[config.mk]
export PLATFORM = sky130hd
export DESIGN_NAME = okq_cell
export DESIGN_NICKNAME = d
export VERILOG_FILES = /design/src/sv/okq_pkg.sv /design/src/sv/okq_cell.sv
export SDC_FILE = /design/constraint.sdc
export NUM_CORES = 1
export LEC_CHECK = 0
export BUFFER_PORTS_ARGS = -buffer_cell sky130_fd_sc_hd__buf_4
export CAP_MARGIN = 10
export CORE_AREA = 4 4 139 141
export DETAILED_ROUTE_END_ITERATION = 6
export DIE_AREA = 0 0 143 145
export PLACE_DENSITY_LB_ADDON = 0.08
export SYNTH_ARGS = -nofsm -noshare
export SYNTH_HDL_FRONTEND = slang
export SYNTH_SLANG_ARGS = --single-unit
export TNS_END_PERCENT = 20
[constraint.sdc]
create_clock -name clock -period 4.25 [get_ports clock]
set_input_delay 0.6375 -clock clock [delete_from_list [all_inputs] [get_ports clock]]
set_output_delay 0.6375 -clock clock [all_outputs]
set_load 0.02 [all_outputs]
[src/sv/okq_pkg.sv]
// okq_pkg: sizes, codes and shared types of the ordered key queue.
// No dependencies; used by the interfaces, the cell and the top level.
`default_nettype none

package okq_pkg;

   localparam int DEPTH      = 64;
   localparam int KEY_WIDTH  = 32;
   localparam int DATA_WIDTH = 32;
   localparam int CNT_WIDTH  = $clog2(DEPTH + 1);

   typedef enum logic [2:0] {
      OP_INSERT      = 3'd0,
      OP_REMOVE_HEAD = 3'd1,
      OP_REMOVE_KEY  = 3'd2,
      OP_GET_KEY     = 3'd3,
      OP_PEEK        = 3'd4,
      OP_STATUS      = 3'd5
   } op_type;

   typedef enum logic [2:0] {
      STS_OK        = 3'd0,
      STS_EMPTY     = 3'd1,
      STS_NOT_EMPTY = 3'd2,
      STS_NOT_FOUND = 3'd3,
      STS_FULL      = 3'd4
   } status_type;

   typedef enum logic [1:0] {
      MODE_FIFO     = 2'd0,
      MODE_SIGNED   = 2'd1,
      MODE_UNSIGNED = 2'd2
   } mode_type;

   typedef enum logic {
      ST_IDLE   = 1'b0,
      ST_UPDATE = 1'b1
   } state_type;

   // what a cell does on the update edge
   typedef enum logic [1:0] {
      CELL_HOLD   = 2'd0,
      CELL_INSERT = 2'd1,
      CELL_REMOVE = 2'd2
   } cell_kind_type;

   // which per-cell flag drives the position chain
   typedef enum logic [1:0] {
      SEL_AFTER = 2'd0,
      SEL_OCC   = 2'd1,
      SEL_MATCH = 2'd2
   } cell_sel_type;

   typedef struct packed {
      cell_kind_type kind;
      cell_sel_type  sel;
   } cell_cmd_type;

   typedef struct packed {
      logic [KEY_WIDTH-1:0]  key;
      logic [DATA_WIDTH-1:0] data;
   } entry_type;

endpackage

`default_nettype wire

[src/sv/okq_cell.sv]
// okq_cell: one slot of the ordered store; holds a key and data word, compares
// the key against the search key and shifts with its neighbours. Uses okq_pkg.
`default_nettype none

module okq_cell (
   input  wire                              clock,
   input  wire                              capture,
   input  wire [okq_pkg::KEY_WIDTH-1:0]     search_key,
   input  wire                              cmp_ordered,
   input  wire                              cmp_signed,
   input  wire                              occ,
   input  okq_pkg::cell_cmd_type            cmd,
   input  wire                              ge_in,
   output logic                             ge_out,
   input  wire [okq_pkg::DATA_WIDTH-1:0]    hit_in,
   output logic [okq_pkg::DATA_WIDTH-1:0]   hit_out,
   input  okq_pkg::entry_type               prev_entry,
   input  okq_pkg::entry_type               next_entry,
   input  okq_pkg::entry_type               new_entry,
   output okq_pkg::entry_type               entry
);

   okq_pkg::entry_type entry_ff, entry_in;
   logic               after_ff, after_in;
   logic               match_ff, match_in;
   logic               flag;
   logic               first;

   always_comb begin
      if (cmp_signed) begin
         after_in = cmp_ordered && ($signed(entry_ff.key) > $signed(search_key));
      end else begin
         after_in = cmp_ordered && (entry_ff.key > search_key);
      end
      match_in = (entry_ff.key == search_key);
   end

   always_ff @(posedge clock) begin
      if (capture) begin
         after_ff <= after_in;
         match_ff <= match_in;
      end
      entry_ff <= entry_in;
   end

   always_comb begin
      unique case (cmd.sel)
         okq_pkg::SEL_AFTER: flag = after_ff || !occ;
         okq_pkg::SEL_OCC:   flag = occ;
         okq_pkg::SEL_MATCH: flag = match_ff && occ;
         default:            flag = 1'b0;
      endcase
   end

   // ge marks the chosen slot and everything behind it
   assign ge_out  = ge_in | flag;
   assign first   = ge_out & ~ge_in;
   assign hit_out = hit_in | (first ? entry_ff.data : '0);
   assign entry   = entry_ff;

   always_comb begin
      entry_in = entry_ff;
      unique case (cmd.kind)
         okq_pkg::CELL_INSERT: begin
            if (ge_in) begin
               entry_in = prev_entry;
            end else if (ge_out) begin
               entry_in = new_entry;
            end
         end
         okq_pkg::CELL_REMOVE: begin
            if (ge_out) begin
               entry_in = next_entry;
            end
         end
         default: entry_in = entry_ff;
      endcase
   end

endmodule

`default_nettype wire

# == Word-level counts from Yosys, hierarchy flattened ==
# Index checks and enable logic that the tools add are counted.
# op_classes
order_cmp,2
reduce_logical,8
n_eq_ne,7
n_mux,7
n_bitwise,4
# op_table
op,count
64-bit 2-to-1 mux,3
64-bit case mux with 2 select lines,1
32-bit > comparator,2
32-bit equality test,1
32-bit 2-to-1 mux,1
32-bit bitwise OR,1
2-bit by 1-bit equality test with 1-bit output (second input constant),2
2-bit equality test (second input constant),2
1-bit logical AND,3
3-bit != test (second input constant),1
1-bit case mux with 3 select lines,1
3-bit AND reduction,1
2-bit zero test,1
2-bit != test (second input constant),1
2-bit nonzero test,1
1-bit bitwise AND,1
1-bit zero test,1
1-bit logical OR,1
1-bit 2-to-1 mux,1
1-bit NOT,1
1-bit bitwise OR,1
# word_totals
register_bits,66
input_bits,266
elab_cells,32
output_inout_bits,97

# == Logic depth before layout (Yosys ltp) ==
# logic_depth
depth_word,7
depth_mapped,8
ltp_nobuf,8

# == Least setup slack after synthesis ==
# No wires, ideal clock.
# synth_timing
kind,in2reg
startpoint,input port cmd[3] (netlist bit)
endpoint,register entry_ff (netlist bit entry[0]) (enable)
path_slack_ps,923
arrival_ps,2901
cell_stages,4
setup_ps,427
required_time_ps,3823
path_buffers,2
path_cell_list,nor2b_1 -> clkbuf_1 -> clkbuf_1 -> o21a_1
# synth_between
elab_chain_len,3
elab_cells_between_ends,6
cone_classes,eq/ne: 4; reduce/logical: 2
# synth_rtl
item,line,rtl
from (decl),okq_cell.sv:12,"input okq_pkg::cell_cmd_type cmd,"
2-bit by 1-bit equality test with 1-bit output / 2-bit equality test (equally long branches),okq_cell.sv:63,unique case (cmd.kind)
"3-bit != test (no source line), or another cell as far along",--,
3-bit AND reduction (no source line) *,--,
to (signal assigned),okq_cell.sv:43,entry_ff <= entry_in;
to (decl),okq_cell.sv:23,"okq_pkg::entry_type entry_ff, entry_in;"
# Every way passes the cells marked *; elsewhere a longest branch is shown, timed or not.
# A chain may end at the register's enable or synchronous reset.

# == Final worst setup path ==
# layout_timing
startpoint,input port occ
endpoint,output port hit_out[13] (netlist bit)
# layout_between
elab_chain_len,7
elab_cells_between_ends,8
cone_classes,mux: 2; bitwise: 3; reduce/logical: 3
# layout_rtl
item,line,rtl
from (decl),okq_cell.sv:11,"input wire occ,"
1-bit zero test,okq_cell.sv:48,okq_pkg::SEL_AFTER: flag = after_ff || !occ;
1-bit logical OR,okq_cell.sv:48,
1-bit case mux with 3 select lines *,okq_cell.sv:47,unique case (cmd.sel)
1-bit bitwise OR *,okq_cell.sv:56,assign ge_out = ge_in | flag;
1-bit bitwise AND *,okq_cell.sv:57,assign first = ge_out & ~ge_in;
32-bit 2-to-1 mux *,okq_cell.sv:58,assign hit_out = hit_in | (first ? entry_ff.data : '0);
32-bit bitwise OR *,okq_cell.sv:58,
to (decl),okq_cell.sv:16,"output logic [okq_pkg::DATA_WIDTH-1:0] hit_out,"
# Marks and branches as above.

==> results_dict.tcl <==
set metrics [dict create \
    required_ns 3.61 \
    diodes 0 \
    reg2reg_from "entry[49]" \
    core_rows 49 \
    cap_violations 0 \
    fp.dieH_um 145 \
    worst-path-buf-inv 3 \
    post_cts_hold_buffer_count 0 \
    leading_cell_types_in_the_layout_fill_and_taps_excluded "sky130_fd_sc_hd__buf_4 (366), sky130_fd_sc_hd__nand2_1 (69), sky130_fd_sc_hd__o21ai_1 (66), sky130_fd_sc_hd__edfxtp_1 (66), sky130_fd_sc_hd__mux2i_1 (64)" \
    finalWorstSetupSlack_ns 1.56 \
    cts_buffers 9 \
    timing.critical_path.depth 7 \
    hpwlAfterDp_um 15300 \
    mostFrequentLayoutCell "sky130_fd_sc_hd__buf_4" \
    maxSlewHeadroom_pct 38.6 \
    postRouteAntennaNets 0 \
    post_cts.repair.setup_buffers 0 \
    timing_max_transition_violations_final 0 \
    htree_levels 3 \
    worstSetupEndpointType "output pin" \
    route.final.wire_length_um 18300 \
    synth_cells 441 \
    hold_viol_final 0 \
    final_net_count 1091 \
    worstHoldPathCells 1 \
    tightest_slew_ns 0.921 \
    detail_route.vias_per_cell 4.46 \
    worst-endpoint-arrival_ns 2.05 \
    cell_chosen_for_the_clock_root "sky130_fd_sc_hd__clkbuf_16" \
    rrSetupSlack_ns 1.93 \
    postSynthNetCount 739 \
    die_x_um 143 \
    final.setup_skew_ns 0.00667 \
    share_of_final_layout_standard_cells_stronger_than_drive_strength_1_pct 48.5 \
    grt_use_total_pct 17.2 \
    nFillCells 1776 \
    clock_sink_count 66 \
    worst_setup_hold_path_clk_slew_ns 0.05 \
    critical_path.max_stage_delay_ns 0.32 \
    grt_antenna_before_repair 0 \
    syn-mean-instance-area_um2 10.1 \
    dpl_worst_slack_ns 1.51 \
    clock_insertion_delay_worst_skew_ns 0.34 \
    gp_congestion 0.842 \
    ioPinCount 363 \
    timing.reg2reg.worst_path_depth 7 \
    number_of_flip_flops_and_latches_in_the_synthesized_netlist 66 \
    worstHoldEndpoint "after_ff" \
    finalSetupViolations 0 \
    clock_tree_from_tritoncts "done" \
    critical_path_peak_fanout 32 \
    power_leakage_uw 0.00386 \
    area_of_the_mapped_netlist_um2 4450 \
    hp-class "in2reg" \
    drt_pass1_iterations 4 \
    dr_total_vias 4579 \
    grt_setup_unrepaired "no" \
    clock.fmax_mhz 372 \
    seq_area_frac_synth_pct 44.6 \
    count_of_distinct_cell_types_in_the_synthesized_netlist 28 \
    synth.yosys.warnings 0 \
    largest_net_degree_at_the_start_of_global_routing 65 \
    crit_chain "buf_4 -> o21a_1 -> o21ai_1 -> nor2b_2 -> buf_4 -> a21o_1 -> buf_4" \
    period_minus_slack_ns 2.69 \
    max-vdd-ir-drop_uv 176 \
    global_route.overflow_total 0 \
    worst_setup_path_start_kind "input pin" \
    area.growth.synth_to_final_pct 73.0 \
    design.die.area_um2 20700 \
    drc 0 \
    worst_path_dominant_cell_family "compound AO/OA/AOI/OAI gates" \
    grt_first_pass_wirelength_um 27200 \
    timing.final.crit_share_pct 63.2 \
    hold_path_startpoint "capture" \
    initial_utilization_pct 24.7 \
    drt_iter0_markers 95 \
    worst_r2r_endpoint "after_ff" \
    via_count_of_the_first_global_routing_pass 4965 \
    setup-tns-final_ns 0 \
    criticalPathCategory "in2out" \
    place.port_buffers 362 \
    cts_buffer_depth 2 \
    cts-resized-gates 0 \
    status "finished clean" \
    wl_per_cell_um 17.8 \
    floorplan.core_area_um2 18000 \
    pwr_density_cell_nw_per_um2 286 \
    cpMaxStageDelayCell "sky130_fd_sc_hd__buf_4" \
    cp_common_cell "sky130_fd_sc_hd__buf_4" \
]
power breakdown:
| group | leakage, µW | total [µW] | switching, µW | internal (µW) |
|---|---|---|---|---|
| Combinational | 0.00309 | 632 | 294 | 337 |
| Clock | 0.000143 | 742 | 290 | 453 |
| Sequential | 0.000629 | 823 | 34.6 | 788 |
worst max path at each step:
stage / from / to / slack, ns
2_1_floorplan: cmd[3] / entry[0] / 0.92
3_3_place_gp: occ / hit_out[13] / 1.56
3_5_place_dp: occ / hit_out[1] / 1.51
4_1_cts: occ / hit_out[1] / 1.50
5_1_grt: occ / hit_out[13] / 1.43
6_report: occ / hit_out[13] / 1.56
cell type report:
type                       instances  area, µm²  area share (%)
tap                              229        287            3.73
inverter                          34        128            1.66
multi-input combinational        316       2250            29.3
clock inverter                     7       68.8           0.895
clock buffer                       9        225            2.93
sequential                        66       1980            25.8
timing repair buffer             366       2750            35.7
per-stage QoR:
step | hold slack, ns | cell area, µm² | utilization [%] | total power (µW) | cells
6_report | 0.514 | 7690 | 42.8 | 2200 | 1027
5_1_grt | 0.502 | 7690 | 42.8 | 2320 | 1027
4_1_cts | 0.503 | 7690 | 42.8 | 2230 | 1027
3_5_place_dp | 0.859 | 7400 | 41.2 | 1480 | 1011
3_3_place_gp | 0.853 | 7400 | 41.2 | 1470 | 1011
2_1_floorplan | 0.750 | 4450 | - | 1120 | 441
layer usage:
layer	part of all wire (%)	routed length, µm	GRT usage (%)	up-vias
met5	0	0	0	-
met4	2.1	385	5.89	0
met3	7.9	1460	4.34	22
met2	53	9720	31.6	204
met1	37	6760	19.1	2046
li1	-	-	-	2307
cell families after synthesis:
family / synth area share [%]
multiplexers: 14.4
buffers and inverters: 5.12
flip-flops: 44.6
AO/OA/AOI/OAI: 17.1
AND/OR/NAND/NOR: 9.74
adder cells (fa/ha/maj): 9.01
flip-flops by register name (all words and copies together) (netlist names):
name,flops
after_ff,1
entry,64
match_ff,1
synthesized netlist by cell type:
master	number	share of area [%]
sky130_fd_sc_hd__nor3_1	1	0.11
sky130_fd_sc_hd__nor2b_1	5	0.70
sky130_fd_sc_hd__o211ai_1	2	0.34
sky130_fd_sc_hd__nand4_1	5	0.70
sky130_fd_sc_hd__clkbuf_1	18	1.5
sky130_fd_sc_hd__ha_1	32	9.0
sky130_fd_sc_hd__o21a_1	2	0.34
sky130_fd_sc_hd__a21oi_1	13	1.5
sky130_fd_sc_hd__or2_1	1	0.14
sky130_fd_sc_hd__nand2b_1	1	0.14
sky130_fd_sc_hd__buf_1	2	0.17
sky130_fd_sc_hd__o21ai_1	66	7.4
sky130_fd_sc_hd__buf_2	5	0.56
sky130_fd_sc_hd__and4bb_1	1	0.28
sky130_fd_sc_hd__nand3_1	7	0.79
sky130_fd_sc_hd__a2111oi_4	1	0.62
sky130_fd_sc_hd__nand2_1	69	5.8
sky130_fd_sc_hd__and3_2	1	0.17
sky130_fd_sc_hd__a221o_1	1	0.23
sky130_fd_sc_hd__mux2i_1	64	14
sky130_fd_sc_hd__edfxtp_1	66	45
sky130_fd_sc_hd__o21ai_0	2	0.23
sky130_fd_sc_hd__a41o_1	1	0.23
sky130_fd_sc_hd__and4_1	4	0.79
sky130_fd_sc_hd__a21o_1	35	5.9
sky130_fd_sc_hd__inv_1	34	2.9
sky130_fd_sc_hd__a41oi_2	1	0.37
sky130_fd_sc_hd__nor2_1	1	0.084
Note: power is estimated with default switching activity, not from simulation.
